<file path="src/rtl/plte_pkg.sv">
`default_nettype none

package plte_pkg;

    localparam int MIN_INSTR_BYTES   = 4;
    localparam int MAX_ADVANCE_BYTES = 59;

    // advance byte carries 1..ADV_STEP units
    localparam int ADV_STEP = 127;
    localparam int ADV_BASE = 128;
    localparam int ADV_MAX  = MAX_ADVANCE_BYTES * ADV_STEP;
    localparam int ADV_W    = $clog2(ADV_MAX + 1);

    localparam int SHORT_MAX = 64;
    localparam int PAD_BYTE  = 129;
    localparam int LONG_ESC  = 0;

    typedef enum logic [1:0] {
        REQ_START  = 2'd0,
        REQ_RECORD = 2'd1,
        REQ_FINISH = 2'd2
    } t_req;

endpackage

`default_nettype wire

</file>
<file path="src/rtl/plte_alu.sv">
`default_nettype none

// Shared 32-bit subtractor: diff = a - b, borrow set when a < b (unsigned).
module plte_alu (
    input  wire logic [31:0] i_a,
    input  wire logic [31:0] i_b,
    output logic      [31:0] o_diff,
    output logic             o_borrow
);

    logic [32:0] w_full;

    assign w_full   = {1'b0, i_a} - {1'b0, i_b};
    assign o_diff   = w_full[31:0];
    assign o_borrow = w_full[32];

endmodule

`default_nettype wire

</file>
<file path="src/rtl/pc_line_table_encoder.sv">
// pc_line_table_encoder: builds a pc/line table as a byte stream.
// Input channel (s): one item per request. tuser = req_type (start, record,
//   finish); tdata = {skip, src_line, instr_pc}. Output channel (m): one byte per
//   item, tlast on the final byte caused by an input item, tuser = overflow.
// Config: i_cfg_we/i_cfg_wdata load text_base, used by the next start item.
// Sequence: a start item, an unknown code, a skipped record or a record on
//   the same line emit nothing. A finish emits the pad byte when the byte
//   parity is odd. A line-change record steps through accept, pc difference,
//   k advance bytes (one per cycle unless stalled, ceil(units/127)), line
//   delta, d delta bytes (1 or 5). All three arithmetic steps go through a
//   single shared subtractor, which sets the pace: at most one byte per cycle.
// Each byte appears on the output register the cycle after it is produced.
// Ready is high only while the sequencer is idle.
// Receiver stall: the sequencer holds in its byte-emitting states while the output register is full and
//   not taken; nothing is dropped and the output payload stays put.
// Reset (i_rst_n low, synchronous): sequencer idle, output empty, prev_pc,
//   prev_line, byte parity and text_base cleared.
`default_nettype none

module pc_line_table_encoder (
    input  wire logic        i_clk,
    input  wire logic        i_rst_n,
    // configuration
    input  wire logic        i_cfg_we,
    input  wire logic [31:0] i_cfg_wdata,   // text_base
    // input item stream
    input  wire logic        i_s_tvalid,
    output logic             o_s_tready,
    input  wire logic [63:0] i_s_tdata,     // [31:0] instr_pc, [62:32] src_line, [63] skip
    input  wire logic [1:0]  i_s_tuser,     // [1:0] req_type
    // output byte stream
    output logic             o_m_tvalid,
    input  wire logic        i_m_tready,
    output logic [7:0]       o_m_tdata,     // [7:0] out_byte
    output logic             o_m_tlast,
    output logic             o_m_tuser      // [0] overflow
);

    import plte_pkg::*;

    typedef enum logic [2:0] {
        ST_IDLE,
        ST_PCDIFF,
        ST_ADV,
        ST_LDELTA,
        ST_EMIT,
        ST_PAD
    } t_state;

    // control
    t_state r_state, n_state;
    logic   r_m_valid, n_m_valid;
    logic   r_odd, n_odd;
    logic [31:0] r_text_base, n_text_base;
    logic [31:0] r_prev_pc, n_prev_pc;
    logic [30:0] r_prev_line, n_prev_line;

    // payload
    logic [31:0]      r_pc, n_pc;
    logic [30:0]      r_line, n_line;
    logic [ADV_W-1:0] r_units, n_units;
    logic             r_ovf, n_ovf;
    logic [31:0]      r_delta, n_delta;
    logic             r_long, n_long;
    logic [7:0]       r_short, n_short;
    logic [2:0]       r_idx, n_idx;
    logic [7:0]       r_m_data, n_m_data;
    logic             r_m_last, n_m_last;
    logic             r_m_user, n_m_user;

    // shared subtractor
    logic [31:0] w_alu_a, w_alu_b, w_diff;
    logic        w_borrow;

    logic        w_accept;
    logic        w_slot;
    logic        w_push;
    t_req        w_req;
    logic [31:0] w_in_pc;
    logic [30:0] w_in_line;
    logic        w_in_skip;
    logic [31:0] w_units_full;
    logic        w_adv_ovf;
    logic        w_adv_fin;
    logic        w_pos_small;
    logic        w_neg_small;
    logic [7:0]  w_long_byte;

    plte_alu u_alu (
        .i_a      (w_alu_a),
        .i_b      (w_alu_b),
        .o_diff   (w_diff),
        .o_borrow (w_borrow)
    );

    assign o_s_tready = (r_state == ST_IDLE);
    assign o_m_tvalid = r_m_valid;
    assign o_m_tdata  = r_m_data;
    assign o_m_tlast  = r_m_last;
    assign o_m_tuser  = r_m_user;

    assign w_accept  = i_s_tvalid && o_s_tready;
    assign w_slot    = !r_m_valid || i_m_tready;
    assign w_req     = t_req'(i_s_tuser);
    assign w_in_pc   = i_s_tdata[31:0];
    assign w_in_line = i_s_tdata[62:32];
    assign w_in_skip = i_s_tdata[63];

    // operand select for the shared subtractor
    always_comb begin
        unique case (r_state)
            ST_ADV: begin
                w_alu_a = 32'(r_units);
                w_alu_b = 32'(ADV_STEP);
            end
            ST_LDELTA: begin
                w_alu_a = {1'b0, r_line};
                w_alu_b = {1'b0, r_prev_line};
            end
            default: begin
                w_alu_a = r_pc;
                w_alu_b = r_prev_pc;
            end
        endcase
    end

    // pc step: units of instruction size, dropped past the advance bound
    assign w_units_full = w_diff / MIN_INSTR_BYTES;
    assign w_adv_ovf    = !w_borrow && (w_units_full > 32'(ADV_MAX));
    // advance step: last advance byte once remaining units fit in one
    assign w_adv_fin    = w_borrow || (w_diff == '0);
    // line step: short forms for |delta| <= 64
    assign w_pos_small  = !w_borrow && (w_diff <= 32'(SHORT_MAX));
    assign w_neg_small  = w_borrow && (w_diff >= 32'(-SHORT_MAX));

    always_comb begin
        unique case (r_idx)
            3'd0:    w_long_byte = 8'(LONG_ESC);
            3'd1:    w_long_byte = r_delta[31:24];
            3'd2:    w_long_byte = r_delta[23:16];
            3'd3:    w_long_byte = r_delta[15:8];
            3'd4:    w_long_byte = r_delta[7:0];
            default: w_long_byte = 8'(LONG_ESC);
        endcase
    end

    always_comb begin
        n_state     = r_state;
        n_odd       = r_odd;
        n_text_base = r_text_base;
        n_prev_pc   = r_prev_pc;
        n_prev_line = r_prev_line;
        n_pc        = r_pc;
        n_line      = r_line;
        n_units     = r_units;
        n_ovf       = r_ovf;
        n_delta     = r_delta;
        n_long      = r_long;
        n_short     = r_short;
        n_idx       = r_idx;
        n_m_data    = r_m_data;
        n_m_last    = r_m_last;
        n_m_user    = r_m_user;
        w_push      = 1'b0;

        if (i_cfg_we) begin
            n_text_base = i_cfg_wdata;
        end

        unique case (r_state)
            ST_IDLE: begin
                if (w_accept) begin
                    n_pc   = w_in_pc;
                    n_line = w_in_line;
                    unique case (w_req)
                        REQ_START: begin
                            n_prev_pc   = r_text_base;
                            n_prev_line = '0;
                            n_odd       = 1'b0;
                        end
                        REQ_RECORD: begin
                            if (!w_in_skip && (w_in_line != r_prev_line)) begin
                                n_state = ST_PCDIFF;
                            end
                        end
                        REQ_FINISH: begin
                            if (r_odd) begin
                                n_state = ST_PAD;
                            end
                        end
                        default: ;
                    endcase
                end
            end
            ST_PCDIFF: begin
                n_ovf = w_adv_ovf;
                if (w_borrow || w_adv_ovf) begin
                    n_units = '0;
                    n_state = ST_LDELTA;
                end else begin
                    n_units = w_units_full[ADV_W-1:0];
                    n_state = (w_units_full == '0) ? ST_LDELTA : ST_ADV;
                end
            end
            ST_ADV: begin
                if (w_slot) begin
                    w_push   = 1'b1;
                    n_m_last = 1'b0;
                    n_m_user = r_ovf;
                    if (w_adv_fin) begin
                        n_m_data = 8'(ADV_BASE) + r_units[7:0];
                        n_units  = '0;
                        n_state  = ST_LDELTA;
                    end else begin
                        n_m_data = 8'(ADV_BASE + ADV_STEP);
                        n_units  = w_diff[ADV_W-1:0];
                    end
                end
            end
            ST_LDELTA: begin
                n_delta     = w_diff;
                n_long      = !(w_pos_small || w_neg_small);
                n_short     = w_pos_small ? w_diff[7:0] : 8'(SHORT_MAX) - w_diff[7:0];
                n_idx       = '0;
                n_prev_line = r_line;
                n_prev_pc   = r_pc + 32'(MIN_INSTR_BYTES);
                n_state     = ST_EMIT;
            end
            ST_EMIT: begin
                if (w_slot) begin
                    w_push   = 1'b1;
                    n_m_user = r_ovf;
                    if (!r_long) begin
                        n_m_data = r_short;
                        n_m_last = 1'b1;
                        n_state  = ST_IDLE;
                    end else begin
                        n_m_data = w_long_byte;
                        n_m_last = (r_idx == 3'd4);
                        n_idx    = r_idx + 3'd1;
                        if (r_idx == 3'd4) begin
                            n_state = ST_IDLE;
                        end
                    end
                end
            end
            ST_PAD: begin
                if (w_slot) begin
                    w_push   = 1'b1;
                    n_m_data = 8'(PAD_BYTE);
                    n_m_last = 1'b1;
                    n_m_user = 1'b0;
                    n_state  = ST_IDLE;
                end
            end
            default: n_state = ST_IDLE;
        endcase

        // every emitted byte flips parity; padding brings it back to even
        if (w_push) begin
            n_odd = !n_odd;
        end

        if (w_push) begin
            n_m_valid = 1'b1;
        end else if (i_m_tready) begin
            n_m_valid = 1'b0;
        end else begin
            n_m_valid = r_m_valid;
        end
    end

    always_ff @(posedge i_clk) begin
        if (!i_rst_n) begin
            r_state     <= ST_IDLE;
            r_m_valid   <= 1'b0;
            r_odd       <= 1'b0;
            r_text_base <= '0;
            r_prev_pc   <= '0;
            r_prev_line <= '0;
        end else begin
            r_state     <= n_state;
            r_m_valid   <= n_m_valid;
            r_odd       <= n_odd;
            r_text_base <= n_text_base;
            r_prev_pc   <= n_prev_pc;
            r_prev_line <= n_prev_line;
        end
        r_pc     <= n_pc;
        r_line   <= n_line;
        r_units  <= n_units;
        r_ovf    <= n_ovf;
        r_delta  <= n_delta;
        r_long   <= n_long;
        r_short  <= n_short;
        r_idx    <= n_idx;
        r_m_data <= n_m_data;
        r_m_last <= n_m_last;
        r_m_user <= n_m_user;
    end

endmodule

`default_nettype wire

</file>
<file path="config.mk">
export PLATFORM = sky130hd
export DESIGN_NAME = pc_line_table_encoder
export DESIGN_NICKNAME = d
export VERILOG_FILES = /design/src/rtl/plte_pkg.sv /design/src/rtl/plte_alu.sv /design/src/rtl/pc_line_table_encoder.sv
export SDC_FILE = /design/constraint.sdc
export NUM_CORES = 1
export LEC_CHECK = 0
export BUFFER_PORTS_ARGS = -buffer_cell sky130_fd_sc_hd__buf_2
export CORE_MARGIN = 3
export CORE_UTILIZATION = 35
export CTS_CLUSTER_DIAMETER = 50
export DETAILED_ROUTE_END_ITERATION = 10
export PLACE_DENSITY = 0.57
export SLEW_MARGIN = 0
export SYNTH_ARGS = -nofsm -noshare
export SYNTH_HDL_FRONTEND = slang
export SYNTH_SLANG_ARGS = --single-unit
</file>
<file path="constraint.sdc">
create_clock -name i_clk -period 5.95 [get_ports i_clk]
set_input_delay 0.595 -clock i_clk [delete_from_list [all_inputs] [get_ports i_clk]]
set_output_delay 0.595 -clock i_clk [all_outputs]
set_load 0.05 [all_outputs]
</file>
# Word level (Yosys, flattened, before mapping)
# Cells that the tools add are included.
# Widths: inputs -> output; s select.
word_totals:
  out_inout_bits: 12
  regBits: 231
  wordCells: 133
op_classes:
  reduce_logical: 33
  n_lt_le_gt_ge: 3
  addsub: 5
  muxes: 51
  eq_ne: 24
op_table:
  columns: ["operator", "n"]
  rows:
  - ["$pmux 32 s2", 3]
  - ["$logic_not 32->1", 2]
  - ["$mux 32", 2]
  - ["$mux 31", 2]
  - ["$pmux 31 s2", 1]
  - ["$mux 8", 6]
  - ["$mux 13", 3]
  - ["$mux 3", 11]
  - ["$sub 32x32->33", 1]
  - ["$add 32x3->32 const B", 1]
  - ["$ge 32x32->1 const B", 1]
  - ["$le 32x7->1 const B", 1]
  - ["$pmux 8 s4", 1]
  - ["$ne 31x31->1", 1]
  - ["$gt 30x13->1 const B", 1]
  - ["$pmux 13 s2", 1]
  - ["$pmux 8 s3", 1]
  - ["$pmux 3 s6", 1]
  - ["$mux 1", 15]
  - ["$eq 3x2->1 const B", 4]
  - ["$pmux 3 s2", 2]
  - ["$ne 2x2->1 const B", 5]
  - ["$reduce_bool 2->1", 5]
  - ["$eq 3x3->1 const B", 3]
  - ["23 further kinds", 42]

# Longest topological paths before layout
logic_depth:
  depth_word: 8
  mapped_depth: 22
  depth_no_buf: 17

# Hierarchy
# A second synthesis with hierarchy kept.
unflattened:
  hier_cells: 1307
  hier_area_um2: 12334.3
modules_own_cells:
  columns: ["mod", "n_inst", "seq_area_each_um2", "cells_per_inst", "area_per_inst_um2"]
  rows:
  - ["pc_line_table_encoder", 1, 5905.7, 1031, 10443.8]
  - ["plte_alu", 1, 0.0, 276, 1890.6]

# Worst setup path before layout
# No wires, ideal clock.
synth_path:
  kind: "register to register"
  from: "register r_state[1]"
  to: "register r_units[0], data pin"
  path_slack_ns: 0.727
  setup_time_ns: 0.255
  n_path_buf: 6
  path_stages_with_launch: 23
  t_arrival_ns: 4.968
  path_cell_list: "dfxtp_1 -> clkbuf_1 -> nor2b_1 -> nand2_1 -> clkinv_1 -> clkbuf_1 -> buf_1 -> nand2_1 -> nand2_1 -> ha_1 -> buf_2 -> a21oi_1 -> o21ai_0 -> a21oi_1 -> nor3b_1 -> xor2_1 -> o2111ai_1 -> a211o_1 -> or4_1 -> o41ai_2 -> buf_2 -> buf_4 -> nor2_1"
synth_between:
  elab_chain_len: 8
synth_rtl:
  columns: ["element", "line", "rtl"]
  rows:
  - ["start: declaration", "pc_line_table_encoder.sv:51", "t_state r_state, n_state;"]
  - ["start signal: assignment", "pc_line_table_encoder.sv:282", "r_state <= n_state;"]
  - ["$eq 3x2->1 (on tied branches)", "pc_line_table_encoder.sv:111, pc_line_table_encoder.sv:170", null]
  - ["$pmux 32 s2", "pc_line_table_encoder.sv:111", "unique case (r_state)"]
  - ["$sub 32x32->33", "plte_alu.sv:13", "assign w_full = {1'b0, i_a} - {1'b0, i_b};"]
  - ["$gt 30x13->1, or another cell as far along", "pc_line_table_encoder.sv:129", "assign w_adv_ovf = !w_borrow && (w_units_full > 32'(ADV_MAX));"]
  - ["$logic_and 1x1->1 / $logic_or 1x1->1 (equally long branches)", "pc_line_table_encoder.sv:129, pc_line_table_encoder.sv:131", null]
  - ["$logic_or 1x1->1 / $mux 13 (equally long branches)", "pc_line_table_encoder.sv:197, pc_line_table_encoder.sv:210", null]
  - ["$mux 13 (on tied branches)", "pc_line_table_encoder.sv:197, pc_line_table_encoder.sv:206", null]
  - ["$pmux 13 s2 *", "pc_line_table_encoder.sv:170", "unique case (r_state)"]
  - ["via n_units[0]", "pc_line_table_encoder.sv:61", "logic [ADV_W-1:0] r_units, n_units;"]
  - ["end signal: assignment", "pc_line_table_encoder.sv:291", "r_units <= n_units;"]
  - ["end: declaration", "pc_line_table_encoder.sv:61", null]
# The timed path passes the listed nets; every way through them passes the cells marked *. The select of a mux whose other input is x is not followed.
# A chain may end at the register's enable or synchronous reset.

# Final worst setup path
layout_path:
  from: "register r_state[1]"
  to: "register r_m_data[6], in the netlist o_m_tdata[6], data pin"
layout_between:
  elab_chain_len: 8
layout_rtl:
  columns: ["element", "line", "rtl"]
  rows:
  - ["$eq 3x2->1 (on tied branches)", "pc_line_table_encoder.sv:111, pc_line_table_encoder.sv:170", null]
  - ["$pmux 32 s2", "pc_line_table_encoder.sv:111", null]
  - ["$sub 32x32->33", "plte_alu.sv:13", null]
  - ["$logic_not 32->1", "pc_line_table_encoder.sv:131", "assign w_adv_fin = w_borrow || (w_diff == '0);"]
  - ["$logic_or 1x1->1", "pc_line_table_encoder.sv:131", null]
  - ["$mux 8", "pc_line_table_encoder.sv:210", "if (w_adv_fin) begin"]
  - ["$mux 8", "pc_line_table_encoder.sv:206", "if (w_slot) begin"]
  - ["$pmux 8 s3 *", "pc_line_table_encoder.sv:170", null]
  - ["via n_m_data[6]", "pc_line_table_encoder.sv:67", "logic [7:0] r_m_data, n_m_data;"]
  - ["end signal: assignment", "pc_line_table_encoder.sv:297", "r_m_data <= n_m_data;"]
  - ["end: declaration", "pc_line_table_encoder.sv:67", null]
# Marked as above.

==> results.yml <==
min_path:
  min_from: "i_s_tdata[10]"
  whs_path_depth: 1
  holdPathEnd: "r_pc[10]"
  hold_path_class: "in -> reg"
job:
  drv_cap: 0
timing:
  fin_skew_ns: 0.02468
  tightest_slew_ns: 1.241
  tns_ns: 0
  rsz0062_at_grt: "no"
  fmaxAchievable_ghz: 0.1819
  fin_ws_ns: 0.4539
  finalCritPeriodShare: 0.9237
  drv_slew: 0
  holdWs_ns: 0.2070
  timing.slew.headroom: 0.1710
  setup_viol: 0
  period_minus_slack_ns: 5.496
  hold_violations: 0
clocking:
  ctsRootBufferMaster: "clkbuf_16"
  clock-sinks: 230
  cts_tree: "done"
  clk_pin_slew_ns: 0.06
  cts_hold_buf: 0
  numCtsBuffers: 28
  htree_levels: 1
  clkLatencyLatePin_ns: 0.56
  clk_path_buf_depth: 3
global_routing:
  antenna_found_initial: 3
  grt_max_degree: 70
  grt_pass1_vias: 10192
  gr-usage-all-layers: 0.1887
  grt_pass1_wl_mm: 58.10
  gr-total-overflow: 0
power:
  ir_drop_mv: 0.4570
  p_per_area_mw_per_mm2: 558.5
  power_mw: 8.164
  leakage_nw: 5.715
setup_path:
  cp-end-kind: "flip-flop"
  path_common_cell: "a211o_1"
  cp-startpoint: "r_state[1]"
  worst-path-buf-inv: 2
  path_cells: "nor2b_4, nor2_1, a31oi_1, ha_1, inv_1, fa_1, a21o_1, a221o_1, a22oi_2, nor4b_1, a211o_1, o2111ai_1, a211o_1, or4_1, o41ai_4, buf_4, nor2b_1, o21ai_0"
  critPathMaxStageDelay_ns: 0.55
  crit_fanout: 21
  r2r-end: "o_m_tdata[6]"
  worstPathArrival_ns: 5.76
  critPathLaunchType: "flip-flop"
  r2r_start: "r_state[1]"
  critPathTopFamily: "compound AO/OA/AOI/OAI gates"
  crit_required_ns: 6.22
  crit_type: "reg -> reg"
  cpMaxStageDelayCell: "dfxtp_1"
  r2r_slack_ns: 0.45
  rr_worst_depth: 18
cells_and_area:
  drive_gt1_frac: 0.1472
  most-common-layout-cells: "182 x nand2_1, 130 x edfxtp_1, 114 x buf_2"
  fin_nets: 1548
  instances_no_fill: 1882
  fin_util: 0.4170
  antenna_cells: 0
  layout_commonest_cell: "nand2_1"
  final_cell_area_sq_mm: 0.01462
  fillers: 3417
  areaGrowthSynthToFinish_pct: 15.72
route:
  drtAntennaViolNets: 0
  met1_length_mm: 16.53
  vias: 10385
  dr.pass1.iters: 5
  wire_per_inst_um: 19.70
  postRouteWirelength_mm: 37.08
  drt_iter0_markers: 890
  viasPerCell: 5.518
  route.met3.wl_mm: 2.132
  drc: 0
  top_layer: "met5"
  wl_met2_mm: 17.08
synth:
  synth_nets: 1462
  ys_seq_area_frac: 0.4675
  synth_cell_types: 69
  ys_warn_count: 0
  yosys-top-cells-area: "edfxtp_1 31%, dfxtp_1 16%, nand2_1 5.4%"
  synth-seq-cells: 230
  syn_avg_cell_area_sq_um: 9.578
  synth_area_leader_cell: "edfxtp_1"
  syn_inst: 1319
  synthFlopType: "edfxtp_1"
  async_flop_share: 0
  synth_top_area_frac: 0.3090
  netlist_area_sq_mm: 0.01263
  synth_edf_count: 130
placement:
  place_hpwl_mm: 27.06
  place.gp.congestion: 0.8676
  port_buffers: 114
  dp_slack_ns: 0.3225
  dpl_cell_area_sq_mm: 0.01368
  dp.cells: 1830
floorplanning:
  rows: 68
  die_w_um: 196.0
  start_util: 0.3604
  dieArea_sq_mm: 0.03841
  pin_count: 115
  core-area_sq_mm: 0.03505
  die_y_um: 196.0
status:
  status: "finished clean"
[registers in the layout, indices dropped and copies added (netlist names), 3 cells and up]
signal	flops
r_delta	32
r_pc	32
r_prev_pc	32
r_text_base	32
r_line	31
r_prev_line	31
r_units	13
o_m_tdata	8
r_short	7
r_idx	3
r_state	3
[metal layers]
layer | global-route usage | up-vias
li1 | - | 4976
met1 | 0.2599 | 5006
met2 | 0.3062 | 326
met3 | 0.02593 | 75
met4 | 0.06417 | 2
met5 | 0 | -
[layout make-up]
| class | count | area [sq um] | area share |
|---|---|---|---|
| timing repair buffer | 139 | 783.3 | 0.05358 |
| sequential | 230 | 5907 | 0.4041 |
| inverter | 19 | 72.57 | 0.004964 |
| multi-input combinational | 987 | 6356 | 0.4348 |
| clock buffer | 42 | 824.5 | 0.05640 |
| clock inverter | 10 | 106.4 | 0.007275 |
| tap | 455 | 569.3 | 0.03894 |
[where the power goes]
part / total (mW) / internal (mW) / switching [mW]
clock: 1.70 / 1.01 / 0.691
combinational: 4.01 / 1.35 / 2.66
sequential: 2.46 / 2.23 / 0.231
[synth_stat cells (7+ instances only)]
master	number
nor4_1	10
inv_1	18
a22oi_1	23
nor2b_1	53
nor2_1	62
xnor2_1	32
dfxtp_1	100
or3_1	7
clkbuf_1	65
nand2b_1	9
a21oi_1	87
xor2_1	59
and4_1	8
and3_1	39
o211a_1	16
mux2i_1	46
buf_1	10
ha_1	39
nand2_1	183
nor3_1	12
edfxtp_1	130
nand3_1	70
nand4_1	24
a21o_1	10
a21boi_0	31
o21ai_0	50
o21ai_1	13
[worst max path at each step]
stage               slack, ns  depth (start not counted)            to
floorplan                0.73                         22    r_units[0]
global placement         0.50                         18  o_m_tdata[6]
detailed placement       0.32                         18  o_m_tdata[6]
CTS                      0.31                         18  o_m_tdata[6]
global route             0.08                         18  o_m_tdata[6]
finish                   0.45                         18  o_m_tdata[6]
[kinds of logic (layout without fill, tap and decap cells)]
kind of cell | after synthesis | count (layout) | synth area share
compound gates | 300 | 300 | 0.1570
simple gates | 509 | 509 | 0.2031
flops | 230 | 230 | 0.4675
mux | 47 | 47 | 0.03734
xor+xnor | 91 | 91 | 0.06309
fa+ha+maj | 40 | 40 | 0.04021
buf+inv | 102 | 210 | 0.03179
[what timing repair did]
item,in CTS,in global routing
buffers inserted,0,0
setup endpoints to repair,0,11
gates resized for setup,0,2
Note: power is estimated with default switching activity, not from simulation.
